===== src/hdl/pit_pkg.sv =====
// Package for the phased interval timer: types, command and phase codes,
// configuration defaults and the minutes-to-seconds helper.
// No dependencies; every other file in hdl/ uses it.
`timescale 1ns / 1ps

package pit_pkg;

  // Field widths.
  localparam int unsigned CmdW     = 3;
  localparam int unsigned PhaseW   = 2;
  localparam int unsigned MinW     = 11;
  localparam int unsigned SecW     = 17;
  localparam int unsigned SessionW = 16;
  localparam int unsigned CycleW   = 8;
  localparam int unsigned CfgIdxW  = 2;
  localparam int unsigned EventW   = 2;
  localparam int unsigned StepCntW = $clog2(SessionW);

  // Limits and defaults.
  localparam logic [MinW-1:0]     MaxStartMinutes  = MinW'(1440);
  localparam logic [MinW-1:0]     LengthCapMinutes = MinW'(1440);
  localparam logic [SessionW-1:0] SessionMax       = '1;
  localparam logic [MinW-1:0]     FocusDefault     = MinW'(25);
  localparam logic [MinW-1:0]     ShortDefault     = MinW'(5);
  localparam logic [MinW-1:0]     LongDefault      = MinW'(15);
  localparam logic [CycleW-1:0]   CycleDefault     = CycleW'(4);

  // Command codes.
  localparam logic [CmdW-1:0] CmdTick   = 3'd0;
  localparam logic [CmdW-1:0] CmdStart  = 3'd1;
  localparam logic [CmdW-1:0] CmdPause  = 3'd2;
  localparam logic [CmdW-1:0] CmdResume = 3'd3;
  localparam logic [CmdW-1:0] CmdStop   = 3'd4;
  localparam logic [CmdW-1:0] CmdSkip   = 3'd5;

  // Phase codes; the fourth code is invalid for start.
  localparam logic [PhaseW-1:0] PhFocus   = 2'd0;
  localparam logic [PhaseW-1:0] PhShort   = 2'd1;
  localparam logic [PhaseW-1:0] PhLong    = 2'd2;
  localparam logic [PhaseW-1:0] PhInvalid = 2'd3;

  // Phase event codes.
  localparam logic [EventW-1:0] EvNone  = 2'd0;
  localparam logic [EventW-1:0] EvFocus = 2'd1;
  localparam logic [EventW-1:0] EvBreak = 2'd2;

  // Configuration register indexes.
  localparam logic [CfgIdxW-1:0] CfgFocus = 2'd0;
  localparam logic [CfgIdxW-1:0] CfgShort = 2'd1;
  localparam logic [CfgIdxW-1:0] CfgLong  = 2'd2;
  localparam logic [CfgIdxW-1:0] CfgCycle = 2'd3;

  typedef enum logic [2:0] {
    StIdle,
    StEval,
    StMod,
    StEnter,
    StDone
  } state_e;

  // Commands from the controller to the datapath.
  typedef struct packed {
    logic latch_in;
    logic eval;
    logic mod_step;
    logic enter;
    logic load_out;
  } dp_cmd_t;

  // Status from the datapath to the controller.
  typedef struct packed {
    logic complete;
    logic focus;
  } dp_status_t;

  // Zero acts as one minute, anything above the cap acts as the cap.
  function automatic logic [SecW-1:0] minutes_to_seconds(input logic [MinW-1:0] m);
    logic [MinW-1:0] mm;
    logic [SecW-1:0] wide;
    mm = m;
    if (mm == '0) begin
      mm = MinW'(1);
    end else if (mm > LengthCapMinutes) begin
      mm = LengthCapMinutes;
    end
    wide = SecW'(mm);
    return (wide << 6) - (wide << 2);
  endfunction

endpackage


===== src/hdl/pit_if.sv =====
// Channel interfaces of the phased interval timer: command input, result
// output and configuration write. Depends on pit_pkg for field widths.
`timescale 1ns / 1ps

interface pit_in_if;
  logic                       valid;
  logic                       ready;
  logic [pit_pkg::CmdW-1:0]   cmd;
  logic [pit_pkg::PhaseW-1:0] start_phase;
  logic [pit_pkg::MinW-1:0]   start_minutes;

  modport source (output valid, cmd, start_phase, start_minutes, input ready);
  modport sink (input valid, cmd, start_phase, start_minutes, output ready);
endinterface

interface pit_out_if;
  logic                         valid;
  logic                         ready;
  logic                         accepted;
  logic                         active_flag;
  logic                         running_flag;
  logic [pit_pkg::SecW-1:0]     remaining_seconds;
  logic [pit_pkg::SecW-1:0]     phase_seconds;
  logic [pit_pkg::SessionW-1:0] sessions_done;
  logic [pit_pkg::PhaseW-1:0]   current_phase;
  logic [pit_pkg::EventW-1:0]   phase_event;

  modport source (output valid, accepted, active_flag, running_flag, remaining_seconds,
                  phase_seconds, sessions_done, current_phase, phase_event,
                  input ready);
  modport sink (input valid, accepted, active_flag, running_flag, remaining_seconds,
                phase_seconds, sessions_done, current_phase, phase_event,
                output ready);
endinterface

interface pit_cfg_if;
  logic                        valid;
  logic                        ready;
  logic [pit_pkg::CfgIdxW-1:0] index;
  logic [pit_pkg::MinW-1:0]    data;

  modport source (output valid, index, data, input ready);
  modport sink (input valid, index, data, output ready);
endinterface


===== src/hdl/pit_ctrl.sv =====
// Controller state machine of the phased interval timer: sequences each
// request through evaluation, the remainder steps and phase entry.
// Depends on pit_pkg.
`timescale 1ns / 1ps

module pit_ctrl (
  input  logic                clk_i,
  input  logic                rst_ni,
  input  logic                in_valid_i,
  output logic                in_ready_o,
  output logic                out_valid_o,
  input  logic                out_ready_i,
  input  pit_pkg::dp_status_t status_i,
  output pit_pkg::dp_cmd_t    cmd_o
);

  localparam logic [pit_pkg::StepCntW-1:0] LastStep = pit_pkg::StepCntW'(pit_pkg::SessionW - 1);

  pit_pkg::state_e state_q, state_d;
  logic [pit_pkg::StepCntW-1:0] step_q, step_d;
  logic out_valid_q, out_valid_d;

  // Next state.
  always_comb begin
    state_d = state_q;
    case (state_q)
      pit_pkg::StIdle: begin
        if (in_valid_i) state_d = pit_pkg::StEval;
      end
      pit_pkg::StEval: begin
        if (!status_i.complete) begin
          state_d = pit_pkg::StDone;
        end else if (status_i.focus) begin
          state_d = pit_pkg::StMod;
        end else begin
          state_d = pit_pkg::StEnter;
        end
      end
      pit_pkg::StMod: begin
        if (step_q == LastStep) state_d = pit_pkg::StEnter;
      end
      pit_pkg::StEnter: begin
        state_d = pit_pkg::StDone;
      end
      pit_pkg::StDone: begin
        if (!out_valid_q || out_ready_i) state_d = pit_pkg::StIdle;
      end
      default: begin
        state_d = pit_pkg::StIdle;
      end
    endcase
  end

  // Outputs.
  always_comb begin
    cmd_o      = '0;
    in_ready_o = 1'b0;
    case (state_q)
      pit_pkg::StIdle: begin
        in_ready_o     = 1'b1;
        cmd_o.latch_in = in_valid_i;
      end
      pit_pkg::StEval: begin
        cmd_o.eval = 1'b1;
      end
      pit_pkg::StMod: begin
        cmd_o.mod_step = 1'b1;
      end
      pit_pkg::StEnter: begin
        cmd_o.enter = 1'b1;
      end
      pit_pkg::StDone: begin
        cmd_o.load_out = !out_valid_q || out_ready_i;
      end
      default: begin
        cmd_o = '0;
      end
    endcase
  end

  always_comb begin
    step_d = step_q;
    if (state_q == pit_pkg::StEval) begin
      step_d = '0;
    end else if (state_q == pit_pkg::StMod) begin
      step_d = step_q + pit_pkg::StepCntW'(1);
    end
  end

  always_comb begin
    out_valid_d = out_valid_q;
    if (cmd_o.load_out) begin
      out_valid_d = 1'b1;
    end else if (out_ready_i) begin
      out_valid_d = 1'b0;
    end
  end

  assign out_valid_o = out_valid_q;

  always_ff @(posedge clk_i or negedge rst_ni) begin
    if (!rst_ni) begin
      state_q     <= pit_pkg::StIdle;
      step_q      <= '0;
      out_valid_q <= 1'b0;
    end else begin
      state_q     <= state_d;
      step_q      <= step_d;
      out_valid_q <= out_valid_d;
    end
  end

`ifndef SYNTHESIS
  a_load_sets_valid: assert property (@(posedge clk_i) disable iff (!rst_ni)
    cmd_o.load_out |=> out_valid_q)
    else $error("result load did not raise out_valid");

  a_no_overwrite: assert property (@(posedge clk_i) disable iff (!rst_ni)
    cmd_o.load_out |-> (!out_valid_q || out_ready_i))
    else $error("pending result overwritten");

  a_mod_length: assert property (@(posedge clk_i) disable iff (!rst_ni)
    (state_q == pit_pkg::StMod && step_q == LastStep) |=> state_q == pit_pkg::StEnter)
    else $error("remainder sequence did not end after its last step");

  a_eval_once: assert property (@(posedge clk_i) disable iff (!rst_ni)
    state_q == pit_pkg::StEval |=> state_q != pit_pkg::StEval)
    else $error("evaluation held for more than one cycle");
`endif

endmodule


===== src/hdl/pit_datapath.sv =====
// Datapath of the phased interval timer: configuration registers, timer
// state, the bit-serial session remainder and the result register.
// Depends on pit_pkg; driven by pit_ctrl through dp_cmd_t.
`timescale 1ns / 1ps

module pit_datapath (
  input  logic                          clk_i,
  input  logic                          rst_ni,
  input  pit_pkg::dp_cmd_t              cmd_i,
  output pit_pkg::dp_status_t           status_o,
  input  logic                          cfg_we_i,
  input  logic [pit_pkg::CfgIdxW-1:0]   cfg_index_i,
  input  logic [pit_pkg::MinW-1:0]      cfg_data_i,
  input  logic [pit_pkg::CmdW-1:0]      cmd_code_i,
  input  logic [pit_pkg::PhaseW-1:0]    start_phase_i,
  input  logic [pit_pkg::MinW-1:0]      start_minutes_i,
  output logic                          accepted_o,
  output logic                          active_flag_o,
  output logic                          running_flag_o,
  output logic [pit_pkg::SecW-1:0]      remaining_seconds_o,
  output logic [pit_pkg::SecW-1:0]      phase_seconds_o,
  output logic [pit_pkg::SessionW-1:0]  sessions_done_o,
  output logic [pit_pkg::PhaseW-1:0]    current_phase_o,
  output logic [pit_pkg::EventW-1:0]    phase_event_o
);

  // Configuration.
  logic [pit_pkg::MinW-1:0]   focus_min_q, short_min_q, long_min_q;
  logic [pit_pkg::CycleW-1:0] cycle_q;

  // Timer state.
  logic                         active_q, active_d;
  logic                         running_q, running_d;
  logic [pit_pkg::SecW-1:0]     remain_q, remain_d;
  logic [pit_pkg::SecW-1:0]     length_q, length_d;
  logic [pit_pkg::SessionW-1:0] session_q, session_d;
  logic [pit_pkg::PhaseW-1:0]   phase_q, phase_d;
  logic                         acc_q, acc_d;
  logic [pit_pkg::EventW-1:0]   event_q, event_d;

  // Latched request.
  logic [pit_pkg::CmdW-1:0]   code_q;
  logic [pit_pkg::PhaseW-1:0] sph_q;
  logic [pit_pkg::MinW-1:0]   smin_q;

  // Remainder unit: dividend shifts out MSB first, one bit per step.
  logic [pit_pkg::SessionW-1:0] div_q, div_d;
  logic [pit_pkg::CycleW:0]     rem_q, rem_d;
  logic [pit_pkg::CycleW:0]     rem_shift, divisor;

  // Result register.
  logic                         res_acc_q, res_active_q, res_running_q;
  logic [pit_pkg::SecW-1:0]     res_remain_q, res_length_q;
  logic [pit_pkg::SessionW-1:0] res_session_q;
  logic [pit_pkg::PhaseW-1:0]   res_phase_q;
  logic [pit_pkg::EventW-1:0]   res_event_q;

  logic [pit_pkg::SecW-1:0]     remain_dec;
  logic [pit_pkg::SessionW-1:0] session_inc;
  logic [pit_pkg::MinW-1:0]     start_cfg_min, start_min;
  logic [pit_pkg::PhaseW-1:0]   next_phase;
  logic [pit_pkg::MinW-1:0]     next_cfg_min;
  logic                         start_ok;

  function automatic logic [pit_pkg::MinW-1:0] cfg_minutes(
    input logic [pit_pkg::PhaseW-1:0] ph,
    input logic [pit_pkg::MinW-1:0]   f,
    input logic [pit_pkg::MinW-1:0]   s,
    input logic [pit_pkg::MinW-1:0]   l
  );
    logic [pit_pkg::MinW-1:0] m;
    m = f;
    if (ph == pit_pkg::PhShort) begin
      m = s;
    end else if (ph == pit_pkg::PhLong) begin
      m = l;
    end
    return m;
  endfunction

  always_comb begin
    remain_dec = remain_q;
    if (running_q && remain_q != '0) remain_dec = remain_q - pit_pkg::SecW'(1);
  end

  assign session_inc = (session_q != pit_pkg::SessionMax) ?
                       session_q + pit_pkg::SessionW'(1) : session_q;

  assign start_ok = !active_q && (sph_q != pit_pkg::PhInvalid) &&
                    (smin_q <= pit_pkg::MaxStartMinutes);
  assign start_cfg_min = cfg_minutes(sph_q, focus_min_q, short_min_q, long_min_q);
  assign start_min     = (smin_q != '0) ? smin_q : start_cfg_min;

  assign next_phase   = (phase_q != pit_pkg::PhFocus) ? pit_pkg::PhFocus :
                        ((rem_q == '0) ? pit_pkg::PhLong : pit_pkg::PhShort);
  assign next_cfg_min = cfg_minutes(next_phase, focus_min_q, short_min_q, long_min_q);

  always_comb begin
    status_o.focus    = (phase_q == pit_pkg::PhFocus);
    status_o.complete = 1'b0;
    if (code_q == pit_pkg::CmdTick) begin
      status_o.complete = active_q && running_q && (remain_dec == '0);
    end else if (code_q == pit_pkg::CmdSkip) begin
      status_o.complete = active_q;
    end
  end

  assign divisor   = (cycle_q == '0) ? (pit_pkg::CycleW+1)'(1) : {1'b0, cycle_q};
  assign rem_shift = {rem_q[pit_pkg::CycleW-1:0], div_q[pit_pkg::SessionW-1]};

  always_comb begin
    active_d  = active_q;
    running_d = running_q;
    remain_d  = remain_q;
    length_d  = length_q;
    session_d = session_q;
    phase_d   = phase_q;
    acc_d     = acc_q;
    event_d   = event_q;
    div_d     = div_q;
    rem_d     = rem_q;

    if (cmd_i.eval) begin
      acc_d   = 1'b0;
      event_d = pit_pkg::EvNone;
      case (code_q)
        pit_pkg::CmdTick: begin
          if (active_q) begin
            acc_d    = 1'b1;
            remain_d = remain_dec;
          end
        end
        pit_pkg::CmdStart: begin
          if (start_ok) begin
            acc_d     = 1'b1;
            session_d = '0;
            phase_d   = sph_q;
            length_d  = pit_pkg::minutes_to_seconds(start_min);
            remain_d  = pit_pkg::minutes_to_seconds(start_min);
            active_d  = 1'b1;
            running_d = 1'b1;
          end
        end
        pit_pkg::CmdPause: begin
          if (active_q && running_q) begin
            acc_d     = 1'b1;
            running_d = 1'b0;
          end
        end
        pit_pkg::CmdResume: begin
          if (active_q && !running_q) begin
            acc_d     = 1'b1;
            running_d = 1'b1;
          end
        end
        pit_pkg::CmdStop: begin
          if (active_q) begin
            acc_d     = 1'b1;
            active_d  = 1'b0;
            running_d = 1'b0;
            remain_d  = '0;
          end
        end
        pit_pkg::CmdSkip: begin
          if (active_q) acc_d = 1'b1;
        end
        default: begin
          acc_d = 1'b0;
        end
      endcase
      // A completed focus phase bumps the session count; the remainder
      // unit is primed with the new count either way.
      if (status_o.complete && status_o.focus) session_d = session_inc;
      div_d = session_inc;
      rem_d = '0;
    end

    if (cmd_i.mod_step) begin
      div_d = div_q << 1;
      rem_d = (rem_shift >= divisor) ? rem_shift - divisor : rem_shift;
    end

    if (cmd_i.enter) begin
      event_d   = (phase_q == pit_pkg::PhFocus) ? pit_pkg::EvFocus : pit_pkg::EvBreak;
      phase_d   = next_phase;
      length_d  = pit_pkg::minutes_to_seconds(next_cfg_min);
      remain_d  = pit_pkg::minutes_to_seconds(next_cfg_min);
      active_d  = 1'b1;
      running_d = 1'b1;
    end
  end

  always_ff @(posedge clk_i or negedge rst_ni) begin
    if (!rst_ni) begin
      focus_min_q <= pit_pkg::FocusDefault;
      short_min_q <= pit_pkg::ShortDefault;
      long_min_q  <= pit_pkg::LongDefault;
      cycle_q     <= pit_pkg::CycleDefault;
      active_q    <= 1'b0;
      running_q   <= 1'b0;
      remain_q    <= '0;
      length_q    <= '0;
      session_q   <= '0;
      phase_q     <= pit_pkg::PhFocus;
    end else begin
      if (cfg_we_i) begin
        case (cfg_index_i)
          pit_pkg::CfgFocus: focus_min_q <= cfg_data_i;
          pit_pkg::CfgShort: short_min_q <= cfg_data_i;
          pit_pkg::CfgLong:  long_min_q  <= cfg_data_i;
          pit_pkg::CfgCycle: cycle_q     <= cfg_data_i[pit_pkg::CycleW-1:0];
          default: begin
            cycle_q <= cycle_q;
          end
        endcase
      end
      active_q  <= active_d;
      running_q <= running_d;
      remain_q  <= remain_d;
      length_q  <= length_d;
      session_q <= session_d;
      phase_q   <= phase_d;
    end
  end

  always_ff @(posedge clk_i) begin
    acc_q   <= acc_d;
    event_q <= event_d;
    div_q   <= div_d;
    rem_q   <= rem_d;
    if (cmd_i.latch_in) begin
      code_q <= cmd_code_i;
      sph_q  <= start_phase_i;
      smin_q <= start_minutes_i;
    end
    if (cmd_i.load_out) begin
      res_acc_q     <= acc_q;
      res_active_q  <= active_q;
      res_running_q <= running_q;
      res_remain_q  <= remain_q;
      res_length_q  <= length_q;
      res_session_q <= session_q;
      res_phase_q   <= phase_q;
      res_event_q   <= event_q;
    end
  end

  assign accepted_o          = res_acc_q;
  assign active_flag_o       = res_active_q;
  assign running_flag_o      = res_running_q;
  assign remaining_seconds_o = res_remain_q;
  assign phase_seconds_o     = res_length_q;
  assign sessions_done_o     = res_session_q;
  assign current_phase_o     = res_phase_q;
  assign phase_event_o       = res_event_q;

endmodule


===== src/hdl/phased_interval_timer_unit.sv =====
// Top level of the phased interval timer: joins the controller and the
// datapath to the command, result and configuration channels.
// Depends on pit_pkg, pit_if, pit_ctrl and pit_datapath.
//
//   Channel  Direction  Handshake     Carries
//   in_i     sink       valid/ready   cmd, start_phase, start_minutes
//   out_o    source     valid/ready   one result per request, the state after it
//   cfg_i    sink       valid/ready   register index and write data, always ready
//
// A request that ends no phase goes from evaluation straight to the result load; one that
// ends a break passes through phase entry first, and one that ends a focus phase runs the
// 16 single-bit steps of the session-count remainder before phase entry. The next request
// is accepted in the cycle after the result is loaded into the output register.
// Reset loads the configuration defaults and clears the timer state; no clearing pass.
// A stalled result waits in the output register while the next request is processed.
`timescale 1ns / 1ps

module phased_interval_timer_unit (
  input  logic clk_i,
  input  logic rst_ni,
  pit_in_if.sink    in_i,
  pit_out_if.source out_o,
  pit_cfg_if.sink   cfg_i
);

  pit_pkg::dp_cmd_t    dp_cmd;
  pit_pkg::dp_status_t dp_status;

  // Configuration writes land directly in the datapath registers, so the
  // write channel never stalls.
  assign cfg_i.ready = 1'b1;

  // The controller owns the handshakes and the sequencing of each request.
  pit_ctrl u_ctrl (
    .clk_i       (clk_i),
    .rst_ni      (rst_ni),
    .in_valid_i  (in_i.valid),
    .in_ready_o  (in_i.ready),
    .out_valid_o (out_o.valid),
    .out_ready_i (out_o.ready),
    .status_i    (dp_status),
    .cmd_o       (dp_cmd)
  );

  // The datapath holds the configuration and timer state and drives the result payload.
  pit_datapath u_datapath (
    .clk_i               (clk_i),
    .rst_ni              (rst_ni),
    .cmd_i               (dp_cmd),
    .status_o            (dp_status),
    .cfg_we_i            (cfg_i.valid),
    .cfg_index_i         (cfg_i.index),
    .cfg_data_i          (cfg_i.data),
    .cmd_code_i          (in_i.cmd),
    .start_phase_i       (in_i.start_phase),
    .start_minutes_i     (in_i.start_minutes),
    .accepted_o          (out_o.accepted),
    .active_flag_o       (out_o.active_flag),
    .running_flag_o      (out_o.running_flag),
    .remaining_seconds_o (out_o.remaining_seconds),
    .phase_seconds_o     (out_o.phase_seconds),
    .sessions_done_o     (out_o.sessions_done),
    .current_phase_o     (out_o.current_phase),
    .phase_event_o       (out_o.phase_event)
  );

endmodule

===== src/flat_wrapper.sv =====
// flat-port wrapper written by rule: the top's interface ports become plain ports
module phased_interval_timer_unit_flat 
  (clk_i, rst_ni, in_i_valid, in_i_cmd, in_i_start_phase, in_i_start_minutes, in_i_ready, out_o_valid, out_o_accepted, out_o_active_flag, out_o_running_flag, out_o_remaining_seconds, out_o_phase_seconds, out_o_sessions_done, out_o_current_phase, out_o_phase_event, out_o_ready, cfg_i_valid, cfg_i_index, cfg_i_data, cfg_i_ready);
  pit_in_if in_i_i ();
  pit_out_if out_o_i ();
  pit_cfg_if cfg_i_i ();
  input  logic clk_i;
  input  logic rst_ni;
  input wire logic [$bits(in_i_i.valid)-1:0] in_i_valid;
  input wire logic [$bits(in_i_i.cmd)-1:0] in_i_cmd;
  input wire logic [$bits(in_i_i.start_phase)-1:0] in_i_start_phase;
  input wire logic [$bits(in_i_i.start_minutes)-1:0] in_i_start_minutes;
  output wire logic [$bits(in_i_i.ready)-1:0] in_i_ready;
  output wire logic [$bits(out_o_i.valid)-1:0] out_o_valid;
  output wire logic [$bits(out_o_i.accepted)-1:0] out_o_accepted;
  output wire logic [$bits(out_o_i.active_flag)-1:0] out_o_active_flag;
  output wire logic [$bits(out_o_i.running_flag)-1:0] out_o_running_flag;
  output wire logic [$bits(out_o_i.remaining_seconds)-1:0] out_o_remaining_seconds;
  output wire logic [$bits(out_o_i.phase_seconds)-1:0] out_o_phase_seconds;
  output wire logic [$bits(out_o_i.sessions_done)-1:0] out_o_sessions_done;
  output wire logic [$bits(out_o_i.current_phase)-1:0] out_o_current_phase;
  output wire logic [$bits(out_o_i.phase_event)-1:0] out_o_phase_event;
  input wire logic [$bits(out_o_i.ready)-1:0] out_o_ready;
  input wire logic [$bits(cfg_i_i.valid)-1:0] cfg_i_valid;
  input wire logic [$bits(cfg_i_i.index)-1:0] cfg_i_index;
  input wire logic [$bits(cfg_i_i.data)-1:0] cfg_i_data;
  output wire logic [$bits(cfg_i_i.ready)-1:0] cfg_i_ready;
  assign in_i_i.valid = in_i_valid;
  assign in_i_i.cmd = in_i_cmd;
  assign in_i_i.start_phase = in_i_start_phase;
  assign in_i_i.start_minutes = in_i_start_minutes;
  assign in_i_ready = in_i_i.ready;
  assign out_o_valid = out_o_i.valid;
  assign out_o_accepted = out_o_i.accepted;
  assign out_o_active_flag = out_o_i.active_flag;
  assign out_o_running_flag = out_o_i.running_flag;
  assign out_o_remaining_seconds = out_o_i.remaining_seconds;
  assign out_o_phase_seconds = out_o_i.phase_seconds;
  assign out_o_sessions_done = out_o_i.sessions_done;
  assign out_o_current_phase = out_o_i.current_phase;
  assign out_o_phase_event = out_o_i.phase_event;
  assign out_o_i.ready = out_o_ready;
  assign cfg_i_i.valid = cfg_i_valid;
  assign cfg_i_i.index = cfg_i_index;
  assign cfg_i_i.data = cfg_i_data;
  assign cfg_i_ready = cfg_i_i.ready;
  phased_interval_timer_unit u_core (.clk_i(clk_i), .rst_ni(rst_ni), .in_i(in_i_i), .out_o(out_o_i), .cfg_i(cfg_i_i));
endmodule

===== config.mk =====
export PLATFORM = sky130hd
export DESIGN_NAME = phased_interval_timer_unit_flat
export DESIGN_NICKNAME = d
export VERILOG_FILES = /design/src/hdl/pit_pkg.sv /design/src/hdl/pit_if.sv /design/src/hdl/pit_ctrl.sv /design/src/hdl/pit_datapath.sv /design/src/hdl/phased_interval_timer_unit.sv /design/src/flat_wrapper.sv
export SDC_FILE = /design/constraint.sdc
export NUM_CORES = 1
export LEC_CHECK = 0
export BUFFER_PORTS_ARGS = -buffer_cell sky130_fd_sc_hd__buf_2
export CORE_MARGIN = 3
export CORE_UTILIZATION = 45
export CTS_BUF_LIST = sky130_fd_sc_hd__clkbuf_8
export DETAILED_ROUTE_END_ITERATION = 6
export PLACE_DENSITY_LB_ADDON = 0.1
export SLEW_MARGIN = 40
export SYNTH_ARGS = -nofsm -noshare
export SYNTH_HDL_FRONTEND = slang
export SYNTH_HIERARCHICAL = 1
export SYNTH_SLANG_ARGS = --single-unit

===== constraint.sdc =====
create_clock -name clk_i -period 5.35 [get_ports clk_i]
set_input_delay 1.07 -clock clk_i [delete_from_list [all_inputs] [get_ports clk_i]]
set_output_delay 1.07 -clock clk_i [all_outputs]
set_load 0.01 [all_outputs]

==> results by group <==
Run status
  • Outcome: completed

Worst setup path
  • CP peak stage delay: 540 ps
  • Crit path max fanout: 13
  • Slowest-stage cell, CP: or4_4
  • CP required: 5730 ps
  • Setup CP Type: flip-flop to flip-flop
  • Critical-path cell list: or4_4 > nor3_4 > a31oi_2 > a211oi_2 > or2b_2 > and2_1 > nor2_1 > ha_1 > a21o_1 > a21oi_1 > o21ai_0 > o2bb2ai_1 > o211ai_1 > and3_1 > o32a_1
  • CP arrival: 5380 ps
  • CP Capture Type: flip-flop
  • CP Launch Type: flip-flop

Timing
  • Achievable frequency: 199.7 MHz
  • Worst clock skew: 24.52 ps
  • Fin. max-slew vios: 0
  • Final worst slack: 343.4 ps
  • Setup violations, final: 0
  • Tcrit/Tclk final: 93.58%
  • Rel. slew slack: 49.21%
  • Setup TNS: 0 ps
  • Slew @ Worst Pin: 754.0 ps
  • RSZ-0062 raised after global routing: no
  • Fin. Hold Viols: 0
  • Post-layout min period: 5007 ps

Global route
  • Vias in the first global route: 8,461
  • Pin count of the biggest net entering global routing: 62
  • Grt ovf: 0
  • Initial antenna violation count: 0
  • Total GRT Usage: 21.75%
  • First-pass GRT wire length: 48,560 um

Drt
  • Remaining antenna violation count: 0
  • WL met2: 13,750 um
  • Starting DRT DRC Count: 876
  • Met3 wire length: 1611 um
  • Vias: 9,049
  • Total wire length: 30,210 um
  • Wire length per cell: 19.58 um
  • DR top layer: met4
  • Via density: 5.865
  • M1 WL: 14,650 um
  • Drt first pass iters: 5
  • DRC viols: 0

Worst hold path
  • Hold WC Path Type: flip-flop to flip-flop

Pwr
  • Pwr Total: 6.693 mW
  • Int Pwr: 3.707 mW
  • Worst VDD drop: 0.3503 mV
  • Sw Pwr: 2.986 mW
  • Sw Share: 44.62%
  • Leak: 5.004 nW
  • Part of the power in combinational logic: 46.0%
  • Sequential share of power: 37.8%
  • Clock Power Share: 16.2%
  • PD cells: 521.6 mW/mm^2

Floorplanning
  • IO Pins: 94
  • Num rows: 58
  • Die width: 166.8 um
  • Die extent in y: 166.8 um
  • Initial Utilization: 45.94%
  • Overall die area: 0.02782 sq mm
  • Core Area: 0.02533 sq mm

Clocking
  • Worst-path clk slew: 120 ps
  • CTS Buffer Depth: 2
  • Clock sink total: 200
  • # hold bufs at CTS: 0
  • H-tree Lvls: 4
  • CTS Buf Count: 17
  • Worst skew pair latency: 490 ps
  • CTS root buf: clkbuf_8
  • TritonCTS clock tree: built

Place
  • I/O Buffers: 90
  • Setup WS pre-CTS: 370.1 ps
  • Dpl hpwl: 21,770 um
  • Final Wtd Congestion: 0.9075
  • Dpl cells: 1,511
  • Placed Instance Area: 0.01237 sq mm

Cells and area
  • Synthesis-to-finish area growth: 10.28%
  • Fin area: 0.01283 sq mm
  • Share of layout cells above drive strength 1: 20.69%
  • Ant. Diodes: 0
  • Nets: 1,256
  • Fillcell total: 2,341
  • Non-filler cells in the finished layout: 1,543

Synthesis
  • Post-synthesis sequential area ratio: 47.29%
  • Cells after Synth: 1,132
  • Async set-reset flop share out of synthesis: 50.50%
  • Yosys cell types: 106
  • Syn. warnings: 6
  • Post-synth EDFFs: 98
  • Top FF cell, synth: edfxtp_1
  • Synth Register Bits: 200
  • Mapped Avg Cell Area: 10.28 sq um
  • Synthesized area: 0.01164 sq mm

Flow run
  • Max Cap Viol: 0
-- worst max-delay path: cells and delay by family (launching register included) --
family	cells	cell delay, ps
compound gates	8	2390
fa+ha+maj	1	360
flops	1	480
simple gates	6	1670
-- state kept, by name (all words and copies together) (netlist names), 11 cells and up --
| signal | cells |
|---|---|
| u_core/u_datapath/session_q | 16 |
| u_core/u_datapath/focus_min_q | 11 |
| u_core/u_datapath/div_q | 16 |
| u_core/u_datapath/short_min_q | 11 |
| u_core/u_datapath/sessions_done_o | 16 |
| u_core/u_datapath/remaining_seconds_o | 17 |
| u_core/u_datapath/phase_seconds_o | 15 |
| u_core/u_datapath/smin_q | 11 |
| u_core/u_datapath/remain_q | 17 |
| u_core/u_datapath/long_min_q | 11 |
| u_core/u_datapath/length_q | 15 |
-- power groups by stage --
stage | Clock [mW] | Combinational, mW | Sequential, mW
final | 1.08 | 3.08 | 2.53
after global routing | 1.18 | 3.41 | 2.60
after CTS | 1.12 | 3.06 | 2.53
after detailed placement | 0 | 3.05 | 2.56
after global placement | 0 | 3.02 | 2.56
after floorplan | 0 | 2.24 | 2.44
-- layer usage --
metal | up-vias | global-route usage (%)
met5 | - | 0
met4 | 0 | 3.766
met3 | 19 | 3.869
met2 | 251 | 33.33
met1 | 4391 | 32.93
li1 | 4388 | -
-- cell families (layout without fill, tap and decap cells) --
logic type,count (synthesis),after routing,share of synthesized area (%)
AO/OA/AOI/OAI,305,305,18.17
XOR/XNOR,44,44,3.312
adder cells (fa/ha/maj),23,23,2.516
buffers and inverters,99,179,3.839
flip-flops,200,200,47.29
multiplexers,93,93,8.473
other,2,3,0.06454
AND/OR/NAND/NOR,366,366,16.33
-- per-stage QoR --
stage | util [%] | hold WS (ps)
floorplan | - | 400.3
global placement | 48.79 | 407.6
detailed placement | 48.83 | 408.4
CTS | 50.65 | 437.6
global route | 50.67 | 456.3
finish | 50.67 | 433.0
-- repair_timing --
action / 4_1_cts / 5_1_grt
resized for setup: 0 / 1
setup buffers: 0 / 0
setup endpoints to repair: 0 / 1
endpoints found under the hold margin: 0 / 0
-- placed cells by master, fill, tap and decap left out, types with 5 or more instances in the layout --
cell type	n
a21o_1	6
nor3_1	32
nand3_1	24
xnor2_1	31
a221oi_1	6
nand3b_1	8
dfstp_2	10
xor2_1	13
buf_2	89
o22ai_1	8
a31oi_1	33
mux2_2	43
and2_1	7
o211ai_1	8
dfrtp_1	91
nand4_1	20
inv_1	37
buf_4	19
a211oi_1	7
or3_1	9
o2bb2ai_1	15
nor2_1	86
or2_2	6
and3_1	5
o31ai_1	21
nand2_1	96
clkbuf_8	17
o21bai_1	5
ha_1	21
o21ai_0	65
nor2b_1	11
a21oi_1	56
a31o_2	10
nand2b_1	12
edfxtp_1	98
mux2i_1	49
nor4_1	7
-- area by class of cell --
class / instances / area (sq um) / share of cell area [%]
repair buffers: 109 / 599.3 / 4.670
well taps: 330 / 412.9 / 3.218
inverters: 38 / 142.6 / 1.112
clock inverters: 15 / 226.5 / 1.765
flip-flops and latches: 200 / 5503 / 42.88
multi-input cells: 834 / 5714 / 44.53
clock buffers: 17 / 234.0 / 1.823
-- cells in the mapped netlist, types with 12 or more instances --
master     instances  area share (%)
a21oi_1           57             2.5
a31oi_1           33             1.8
clkbuf_1          39             1.3
dfrtp_1           91              20
edfxtp_1          98              25
ha_1              21             2.3
inv_1             37             1.2
mux2_2            43             4.2
mux2i_1           49             4.2
nand2_1           96             3.1
nand2b_1          12            0.65
nand3_1           24             1.0
nand4_1           20             1.1
nor2_1            87             2.8
nor3_1            33             1.4
o21ai_0           65             2.8
o2bb2ai_1         15             1.1
o31ai_1           22             1.4
xnor2_1           31             2.3
xor2_1            13            0.98
-- worst paths after layout --
kind	startpoint	end	slack [ps]	depth (start not counted)
max	u_core/u_datapath/smin_q[2]	u_core/u_datapath/remain_q[16]	340	15
min	u_core/u_datapath/acc_q	u_core/u_datapath/accepted_o	430	0
max reg2reg	u_core/u_datapath/smin_q[2]	u_core/u_datapath/remain_q[16]	340	15
min reg2reg	u_core/u_datapath/acc_q	u_core/u_datapath/accepted_o	430	0
max in group asynchronous	rst_ni	u_core/u_datapath/cycle_q[2]	3790	2
min in group asynchronous	rst_ni	u_core/u_datapath/session_q[5]	540	1
(Power assumes the default switching activity.)
